## config.mk

```make
export PLATFORM = sky130hd
export DESIGN_NAME = button_click_classifier_flat
export DESIGN_NICKNAME = d
export VERILOG_FILES = /design/src/hw/rtl/bcc_pkg.sv /design/src/hw/rtl/bcc_if.sv /design/src/hw/rtl/button_click_classifier.sv /design/src/flat_wrapper.sv
export SDC_FILE = /design/constraint.sdc
export NUM_CORES = 1
export LEC_CHECK = 0
export ABC_AREA = 1
export BUFFER_PORTS_ARGS = -buffer_cell sky130_fd_sc_hd__clkbuf_2
export CORE_UTILIZATION = 51
export DETAILED_ROUTE_END_ITERATION = 7
export GPL_TIMING_DRIVEN = 1
export PLACE_DENSITY = 0.72
export SLEW_MARGIN = 20
export SYNTH_ARGS = -nofsm -noshare
export SYNTH_HDL_FRONTEND = slang
export SYNTH_SLANG_ARGS = --single-unit
```

## constraint.sdc

```tcl
create_clock -name clk -period 6.04 [get_ports clk]
set_input_delay 0.302 -clock clk [delete_from_list [all_inputs] [get_ports clk]]
set_output_delay 0.302 -clock clk [all_outputs]
set_load 0.005 [all_outputs]
```

## src/hw/rtl/bcc_pkg.sv

```systemverilog
`timescale 1ns / 1ps
// Package for the button click classifier: register map, reset values and
// default widths. Used by the interfaces, the top level and the checker.
package bcc_pkg;

    // Default width of the saturating tick timers.
    localparam int unsigned TimerBitsDefault = 16;

    // Widths fixed by the register map and the result fields.
    localparam int unsigned CfgTicksW = 16;
    localparam int unsigned ModeCntW  = 5;
    localparam int unsigned ModeW     = 4;
    localparam int unsigned EdgeCntW  = 2;

    // APB port: four 32-bit registers at byte addresses 4*i.
    localparam int unsigned ApbDataW = 32;
    localparam int unsigned ApbAddrW = 4;
    localparam int unsigned RegIdxW  = 2;

    typedef enum logic [RegIdxW-1:0] {
        REG_DEBOUNCE   = 2'd0,
        REG_WINDOW     = 2'd1,
        REG_LONG_PRESS = 2'd2,
        REG_MODE_COUNT = 2'd3
    } reg_idx_t;

    // Register reset values.
    localparam logic [CfgTicksW-1:0] DebounceReset  = 16'd50;
    localparam logic [CfgTicksW-1:0] WindowReset    = 16'd500;
    localparam logic [CfgTicksW-1:0] LongPressReset = 16'd1000;
    localparam logic [ModeCntW-1:0]  ModeCountReset = 5'd4;

    // Edge count at which the next accepted edge completes a double click.
    localparam logic [EdgeCntW-1:0] LastEdgeCount = 2'd3;

endpackage

```

## src/hw/rtl/bcc_if.sv

```systemverilog
`timescale 1ns / 1ps
// Valid/ready channel interfaces for the button click classifier.
// Depends on bcc_pkg for the width of the mode field.
interface bcc_in_if;
    logic valid;
    logic ready;
    logic op;
    logic pressed;

    modport source (output valid, output op, output pressed, input ready);
    modport sink (input valid, input op, input pressed, output ready);
endinterface

interface bcc_out_if;
    logic                       valid;
    logic                       ready;
    logic                       long_press;
    logic                       double_click;
    logic [bcc_pkg::ModeW-1:0]  mode;

    modport source (output valid, output long_press, output double_click, output mode,
                    input ready);
    modport sink (input valid, input long_press, input double_click, input mode,
                  output ready);
endinterface

```

## src/hw/rtl/button_click_classifier.sv

```systemverilog
`timescale 1ns / 1ps
// Button click classifier: each accepted item has its result registered in the
// output register; one item per cycle sustained while the output is not stalled,
// since the state update is a single short pass of compares and adds per item.
// rst_n clears all classifier state (edge timer saturated, window timer zeroed,
// idle, deadline disarmed) and loads the register reset values; the result
// payload is not reset. Depends on bcc_pkg and the channel interfaces in bcc_if.sv.
module button_click_classifier #(
    parameter int unsigned TIMER_BITS = bcc_pkg::TimerBitsDefault
) (
    input  logic                          clk,
    input  logic                          rst_n,
    // APB configuration port
    input  logic                          psel,
    input  logic                          penable,
    input  logic                          pwrite,
    input  logic [bcc_pkg::ApbAddrW-1:0]  paddr,
    input  logic [bcc_pkg::ApbDataW-1:0]  pwdata,
    output logic [bcc_pkg::ApbDataW-1:0]  prdata,
    output logic                          pready,
    // Item channels
    bcc_in_if.sink                        in_ch,
    bcc_out_if.source                     out_ch
);

    // Common compare width for timers against the 16-bit registers, and the
    // sum width used when arming the long-press deadline.
    localparam int unsigned CmpW = (TIMER_BITS > bcc_pkg::CfgTicksW) ?
                                   TIMER_BITS : bcc_pkg::CfgTicksW;
    localparam int unsigned SumW = CmpW + 1;
    localparam int unsigned DeadW = TIMER_BITS + 1;

    localparam logic [TIMER_BITS-1:0] TimerMax = {TIMER_BITS{1'b1}};
    localparam logic [DeadW-1:0]      DeadOff  = {DeadW{1'b1}};

    // ------------------------------------------------------------------
    // Configuration registers. The APB port is always ready; a write lands
    // on the access cycle. Only the word index of the address is decoded.
    // ------------------------------------------------------------------
    logic [bcc_pkg::CfgTicksW-1:0] debounce_ticks_reg;
    logic [bcc_pkg::CfgTicksW-1:0] window_ticks_reg;
    logic [bcc_pkg::CfgTicksW-1:0] long_press_ticks_reg;
    logic [bcc_pkg::ModeCntW-1:0]  mode_count_reg;

    bcc_pkg::reg_idx_t reg_idx;
    logic              cfg_write;

    assign pready    = 1'b1;
    assign reg_idx   = bcc_pkg::reg_idx_t'(paddr[bcc_pkg::ApbAddrW-1:2]);
    assign cfg_write = psel && penable && pwrite;

    always_ff @(posedge clk or negedge rst_n)
    begin
        if (!rst_n)
        begin
            debounce_ticks_reg   <= bcc_pkg::DebounceReset;
            window_ticks_reg     <= bcc_pkg::WindowReset;
            long_press_ticks_reg <= bcc_pkg::LongPressReset;
            mode_count_reg       <= bcc_pkg::ModeCountReset;
        end
        else if (cfg_write)
        begin
            unique case (reg_idx)
                bcc_pkg::REG_DEBOUNCE:
                    debounce_ticks_reg <= pwdata[bcc_pkg::CfgTicksW-1:0];
                bcc_pkg::REG_WINDOW:
                    window_ticks_reg <= pwdata[bcc_pkg::CfgTicksW-1:0];
                bcc_pkg::REG_LONG_PRESS:
                    long_press_ticks_reg <= pwdata[bcc_pkg::CfgTicksW-1:0];
                bcc_pkg::REG_MODE_COUNT:
                    mode_count_reg <= pwdata[bcc_pkg::ModeCntW-1:0];
                default:
                    mode_count_reg <= mode_count_reg;
            endcase
        end
    end

    always_comb
    begin
        unique case (reg_idx)
            bcc_pkg::REG_DEBOUNCE:
                prdata = bcc_pkg::ApbDataW'(debounce_ticks_reg);
            bcc_pkg::REG_WINDOW:
                prdata = bcc_pkg::ApbDataW'(window_ticks_reg);
            bcc_pkg::REG_LONG_PRESS:
                prdata = bcc_pkg::ApbDataW'(long_press_ticks_reg);
            bcc_pkg::REG_MODE_COUNT:
                prdata = bcc_pkg::ApbDataW'(mode_count_reg);
            default:
                prdata = '0;
        endcase
    end

    // ------------------------------------------------------------------
    // Classifier state. Every accepted item updates the state in one pass
    // and writes its result into the output register, so the next item can
    // follow in the very next cycle when the output register drains.
    // ------------------------------------------------------------------
    logic [TIMER_BITS-1:0]        since_edge_reg,    since_edge_next;
    logic [TIMER_BITS-1:0]        window_time_reg,   window_time_next;
    logic [DeadW-1:0]             long_deadline_reg, long_deadline_next;
    logic                         idle_reg,          idle_next;
    logic [bcc_pkg::EdgeCntW-1:0] edge_count_reg,    edge_count_next;
    logic                         held_long_reg,     held_long_next;
    logic [bcc_pkg::ModeW-1:0]    mode_index_reg,    mode_index_next;
    logic                         pulse;

    // Output register
    logic                         out_valid_reg;
    logic                         long_press_reg;
    logic                         double_click_reg;
    logic [bcc_pkg::ModeW-1:0]    mode_reg;

    logic                         in_fire;
    logic [TIMER_BITS-1:0]        window_inc;
    logic [TIMER_BITS-1:0]        arm_base;
    logic [SumW-1:0]              arm_sum;
    logic [DeadW-1:0]             arm_deadline;
    logic [bcc_pkg::ModeCntW-1:0] mode_step;
    logic                         edge_taken;

    // The item is taken whenever the output register is empty or drains now.
    assign in_ch.ready = !out_valid_reg || out_ch.ready;
    assign in_fire     = in_ch.valid && in_ch.ready;

    assign window_inc = window_time_reg + 1'b1;

    // A press from idle restarts the window, so the deadline is armed from
    // zero; inside the window it is armed from the running window timer.
    assign arm_base     = idle_reg ? '0 : window_time_reg;
    assign arm_sum      = SumW'(arm_base) + SumW'(long_press_ticks_reg);
    assign arm_deadline = (arm_sum > SumW'(TimerMax)) ? DeadOff : DeadW'(arm_sum);

    // Mode steps and wraps at mode_count; the step is formed one bit wider so
    // that a step to sixteen is compared with mode_count before truncation.
    assign mode_step = bcc_pkg::ModeCntW'(mode_index_reg) + 1'b1;

    // Edges within the debounce time are dropped unless the block is idle.
    assign edge_taken = idle_reg ||
                        !(CmpW'(since_edge_reg) < CmpW'(debounce_ticks_reg));

    always_comb
    begin
        since_edge_next    = since_edge_reg;
        window_time_next   = window_time_reg;
        long_deadline_next = long_deadline_reg;
        idle_next          = idle_reg;
        edge_count_next    = edge_count_reg;
        held_long_next     = held_long_reg;
        mode_index_next    = mode_index_reg;
        pulse              = 1'b0;

        if (!in_ch.op)
        begin
            // Tick: saturating timers. The window end and the long-press
            // check only fire on a tick that really advanced the window timer.
            if (since_edge_reg != TimerMax)
            begin
                since_edge_next = since_edge_reg + 1'b1;
            end
            if (window_time_reg != TimerMax)
            begin
                window_time_next = window_inc;
                if (CmpW'(window_inc) == CmpW'(window_ticks_reg))
                begin
                    idle_next = 1'b1;
                end
                if (long_deadline_reg != DeadOff &&
                    DeadW'(window_inc) == long_deadline_reg)
                begin
                    if (in_ch.pressed)
                    begin
                        held_long_next = 1'b1;
                    end
                    long_deadline_next = DeadOff;
                end
            end
        end
        else if (edge_taken)
        begin
            since_edge_next = '0;
            held_long_next  = 1'b0;
            if (idle_reg)
            begin
                if (in_ch.pressed)
                begin
                    idle_next          = 1'b0;
                    edge_count_next    = 2'd1;
                    window_time_next   = '0;
                    long_deadline_next = arm_deadline;
                end
                else
                begin
                    edge_count_next = '0;
                end
            end
            else
            begin
                if (in_ch.pressed)
                begin
                    long_deadline_next = arm_deadline;
                end
                if (edge_count_reg == bcc_pkg::LastEdgeCount)
                begin
                    // The edge taken at LastEdgeCount within the window completes a double click.
                    edge_count_next = '0;
                    pulse           = 1'b1;
                    idle_next       = 1'b1;
                    if (mode_step >= mode_count_reg)
                    begin
                        mode_index_next = '0;
                    end
                    else
                    begin
                        mode_index_next = mode_step[bcc_pkg::ModeW-1:0];
                    end
                end
                else
                begin
                    edge_count_next = edge_count_reg + 1'b1;
                end
            end
        end
    end

    always_ff @(posedge clk or negedge rst_n)
    begin
        if (!rst_n)
        begin
            since_edge_reg    <= TimerMax;
            window_time_reg   <= '0;
            long_deadline_reg <= DeadOff;
            idle_reg          <= 1'b1;
            edge_count_reg    <= '0;
            held_long_reg     <= 1'b0;
            mode_index_reg    <= '0;
            out_valid_reg     <= 1'b0;
        end
        else
        begin
            if (in_fire)
            begin
                since_edge_reg    <= since_edge_next;
                window_time_reg   <= window_time_next;
                long_deadline_reg <= long_deadline_next;
                idle_reg          <= idle_next;
                edge_count_reg    <= edge_count_next;
                held_long_reg     <= held_long_next;
                mode_index_reg    <= mode_index_next;
                out_valid_reg     <= 1'b1;
            end
            else if (out_ch.ready)
            begin
                out_valid_reg <= 1'b0;
            end
        end
    end

    // Result payload; loaded with the updated state of each accepted item.
    always_ff @(posedge clk)
    begin
        if (in_fire)
        begin
            long_press_reg   <= held_long_next;
            double_click_reg <= pulse;
            mode_reg         <= mode_index_next;
        end
    end

    assign out_ch.valid        = out_valid_reg;
    assign out_ch.long_press   = long_press_reg;
    assign out_ch.double_click = double_click_reg;
    assign out_ch.mode         = mode_reg;

endmodule

```

## src/flat_wrapper.sv

```systemverilog
// flat-port wrapper written by rule: the top's interface ports become plain ports
module button_click_classifier_flat 
#(
    parameter int unsigned TIMER_BITS = bcc_pkg::TimerBitsDefault
)
  (clk, rst_n, psel, penable, pwrite, paddr, pwdata, prdata, pready, in_ch_valid, in_ch_op, in_ch_pressed, in_ch_ready, out_ch_valid, out_ch_long_press, out_ch_double_click, out_ch_mode, out_ch_ready);
  bcc_in_if in_ch_i ();
  bcc_out_if out_ch_i ();
  input  logic clk;
  input  logic rst_n;
  input  logic psel;
  input  logic penable;
  input  logic pwrite;
  input  logic [bcc_pkg::ApbAddrW-1:0] paddr;
  input  logic [bcc_pkg::ApbDataW-1:0] pwdata;
  output logic [bcc_pkg::ApbDataW-1:0] prdata;
  output logic pready;
  input wire logic [$bits(in_ch_i.valid)-1:0] in_ch_valid;
  input wire logic [$bits(in_ch_i.op)-1:0] in_ch_op;
  input wire logic [$bits(in_ch_i.pressed)-1:0] in_ch_pressed;
  output wire logic [$bits(in_ch_i.ready)-1:0] in_ch_ready;
  output wire logic [$bits(out_ch_i.valid)-1:0] out_ch_valid;
  output wire logic [$bits(out_ch_i.long_press)-1:0] out_ch_long_press;
  output wire logic [$bits(out_ch_i.double_click)-1:0] out_ch_double_click;
  output wire logic [$bits(out_ch_i.mode)-1:0] out_ch_mode;
  input wire logic [$bits(out_ch_i.ready)-1:0] out_ch_ready;
  assign in_ch_i.valid = in_ch_valid;
  assign in_ch_i.op = in_ch_op;
  assign in_ch_i.pressed = in_ch_pressed;
  assign in_ch_ready = in_ch_i.ready;
  assign out_ch_valid = out_ch_i.valid;
  assign out_ch_long_press = out_ch_i.long_press;
  assign out_ch_double_click = out_ch_i.double_click;
  assign out_ch_mode = out_ch_i.mode;
  assign out_ch_i.ready = out_ch_ready;
  button_click_classifier #(.TIMER_BITS(TIMER_BITS)) u_core (.clk(clk), .rst_n(rst_n), .psel(psel), .penable(penable), .pwrite(pwrite), .paddr(paddr), .pwdata(pwdata), .prdata(prdata), .pready(pready), .in_ch(in_ch_i), .out_ch(out_ch_i));
endmodule
```

==> flow_summary.json <==
{
  "switching_power_mw": 1.072,
  "coreArea_um2": 15260,
  "cts_buffers": 17,
  "yosys.area.top_type_share": 0.1913,
  "cap_violations": 0,
  "seq_area_frac_synth": 0.3786,
  "period_share": 0.5365,
  "cp-start-kind": "flip-flop",
  "synth.largest_area_cell": "dfrtp_1",
  "clock_power_share": 0.356,
  "placedCellCount": 1369,
  "synth-simple-area-share": 0.3168,
  "h-tree-depth": 4,
  "hold_viol_final": 0,
  "hp-class": "input port to flip-flop",
  "die_w_um": 127.1,
  "syn2layout_area_growth_pct": 12.78,
  "grt_util_all_layers": 0.2892,
  "synth_compound_area_frac": 0.09959,
  "dr.first_iter.drc_count": 661,
  "gp_congestion": 0.9359,
  "grt_pass1_wl_um": 35780,
  "die_area_um2": 16150,
  "postCtsSetupBuffers": 0,
  "ir_drop_mv": 0.2150,
  "swShare": 0.3386,
  "diodes": 0,
  "cp.required_ps": 6400,
  "tns_ps": 0,
  "antenna_found_initial": 0,
  "grt_max_degree": 58,
  "dpl.hpwl_um": 16080,
  "tightest_slew_ps": 1030,
  "synth_cells": 1133,
  "p_leak_nw": 4.597,
  "drive_gt1_frac": 0.1276,
  "critical-path-max-stage-delay_ps": 760,
  "grt_pass1_vias": 7059,
  "rsz0062_at_grt": "no",
  "synth_area_leaders": "dfrtp_1 (19%), nand2_1 (18%), dfstp_2 (16%)",
  "synth_xor_area_frac": 0.04093,
  "critPathSlowestCell": "dfstp_2",
  "cp-end-kind": "flip-flop",
  "ys_ff_latch": 117,
  "drtAntennaViolNets": 0,
  "fill_cells": 1458,
  "critical_path_class": "flip-flop to flip-flop",
  "drtPass1Iterations": 6,
  "cp_cell_sequence": "nor2_1 > ha_1 > a21oi_1 > o21ai_0 > a21oi_1 > o21ai_0 > nand3_1 > nand2_1 > nor2_1 > nand3_1 > nand3_1 > nand2_1",
  "synthMuxAreaShare": 0,
  "wirelength_um": 21840,
  "largest_reg_flops": 17,
  "multiInputGateArea_um2": 4235,
  "path_max_fanout": 20,
  "synth_top_family_by_area": "simple AND/OR/NAND/NOR gates",
  "wire_per_inst_um": 15.57,
  "worstPathArrival_ps": 3600,
  "root_buffer": "clkbuf_16",
  "start_util": 0.5228,
  "hold_slack_ps": 140.5,
  "synth_cell_types": 45,
  "utilization": 0.5897,
  "finalCriticalPeriod_ps": 3241,
  "viasPerCell": 5.285,
  "synthAdderAreaFrac": 0.06524,
  "clk_latency_ps": 430,
  "power_frac_seq": 0.376,
  "route.detailed.drc": 0,
  "internal_power_mw": 2.093,
  "powerDensity_nw_per_um2": 351.8,
  "comb_power_share": 0.269,
  "die_y_um": 127.1,
  "cpMostUsedCell": "nand3_1",
  "fin_total_pwr_mw": 3.165,
  "portBuffers": 50,
  "seqCellArea_um2": 3020,
  "globalRoute.totalOverflow": 0,
  "status": "complete, no violations",
  "cts.sinks": 117,
  "nets": 1264,
  "fin_cells": 1402,
  "relSlewSlack": 0.3128,
  "tritoncts": "yes",
  "syn-cell-area_um2": 7978,
  "vias": 7410,
  "setup_viol": 0,
  "finalMaxSlewViolations": 0,
  "ios": 86,
  "fin_worst_skew_ps": 10.21,
  "rows": 45,
  "cts_buffer_depth": 2,
  "syn_avg_cell_area_um2": 7.041,
  "cts.clk_slew.worst_paths_ps": 60,
  "fmax_ghz": 0.3086,
  "yosys_warnings": 0
}
[final timing paths]
check	startpoint	endpoint	slack, ps	depth (start not counted)
min in group asynchronous	rst_n	u_core.mode_count_reg[1]$_DFFE_PN0P_	470	2
max	u_core.idle_reg$_DFFE_PN1P_	u_core.long_deadline_reg[10]$_DFFE_PN1P_	2800	12
min reg2reg	u_core.long_deadline_reg[6]$_DFFE_PN1P_	u_core.long_deadline_reg[6]$_DFFE_PN1P_	470	2
max in group asynchronous	rst_n	u_core.window_ticks_reg[11]$_DFFE_PN0P_	4370	3
min	pwdata[5]	u_core.debounce_ticks_reg[5]$_DFFE_PN1P_	140	3
max reg2reg	u_core.idle_reg$_DFFE_PN1P_	u_core.long_deadline_reg[10]$_DFFE_PN1P_	2800	12
[synthesized netlist by cell type (all sizes together)]
library cell,count
a21boi,2
nand3,86
o21ai,88
nand3b,3
o211ai,9
and3,1
buf,25
conb,2
fa,1
o221ai,4
inv,142
a21oi,35
xnor3,1
clkinv,1
xor3,1
o21bai,1
nor3,14
o21a,1
xor2,25
ha,40
nor4,1
a21o,1
nand4,15
nor2,104
nand2,380
clkbuf,18
o31ai,3
dfrtp,61
dfstp,50
edfxtp,6
or2,3
a211oi,1
and3b,1
xnor2,7
[power by group through the flow]
stage	combinational [mW]	sequential (mW)	clock, mW
global placement	0.816	1.19	0
floorplan	0.658	1.13	0
CTS	0.848	1.18	1.14
global route	0.978	1.21	1.17
detailed placement	0.837	1.19	0
finish	0.850	1.19	1.13
[worst max-delay path: cells and delay by family (launching register included)]
kind / cells / cell delay (ps)
flops: 1 / 760
fa+ha+maj: 1 / 340
simple gates: 7 / 1200
compound gates: 4 / 880
[routing by layer]
| metal | up-vias | GRT usage | share of wire |
|---|---|---|---|
| met1 | 3398 | 0.3832 | 0.45 |
| li1 | 3690 | - | - |
| met3 | 40 | 0.05988 | 0.073 |
| met5 | - | 0 | 0 |
| met2 | 282 | 0.4670 | 0.45 |
| met4 | 0 | 0.1092 | 0.024 |
[cell usage in the layout (no fill, tap or decap), types with 9 or more instances in the layout]
master     count
nor2_1        97
nand3_1       86
xor2_1        25
clkbuf_2      49
o21ai_0       86
nand2_1      373
clkbuf_16     18
dfstp_2       50
nand4_1       14
o211ai_1       9
a21oi_1       35
ha_1          40
dfrtp_1       61
conb_1        17
nor3_1        14
inv_1        142
[per-stage QoR]
stage,setup slack (ps),area [µm²]
finish,2799,8997
global route,2455,8997
CTS,2616,8995
detailed placement,2631,8329
global placement,2759,8329
floorplan,3195,8034
[cell type report]
cell class,count,share of cell area
flip-flops and latches,117,0.3357
clock buffers,25,0.05743
inverters,143,0.05966
clock inverters,7,0.01544
well taps,211,0.02934
repair buffers,54,0.03171
multi-input cells,845,0.4707
[what timing repair did]
action,CTS,global route
gates resized for setup,0,0
hold buffers,1,0
setup endpoints to repair,0,0
endpoints found under the hold margin,33,0
[cell families (layout without fill, tap and decap cells)]
logic type      Yosys count  count (layout)
buf+inv                 186             229
simple gates            608             608
flops                   117             117
xor+xnor                 34              34
compound gates          145             145
fa+ha+maj                41              41
other cells               2              17
No activity file was read; power rests on OpenSTA's default activity.
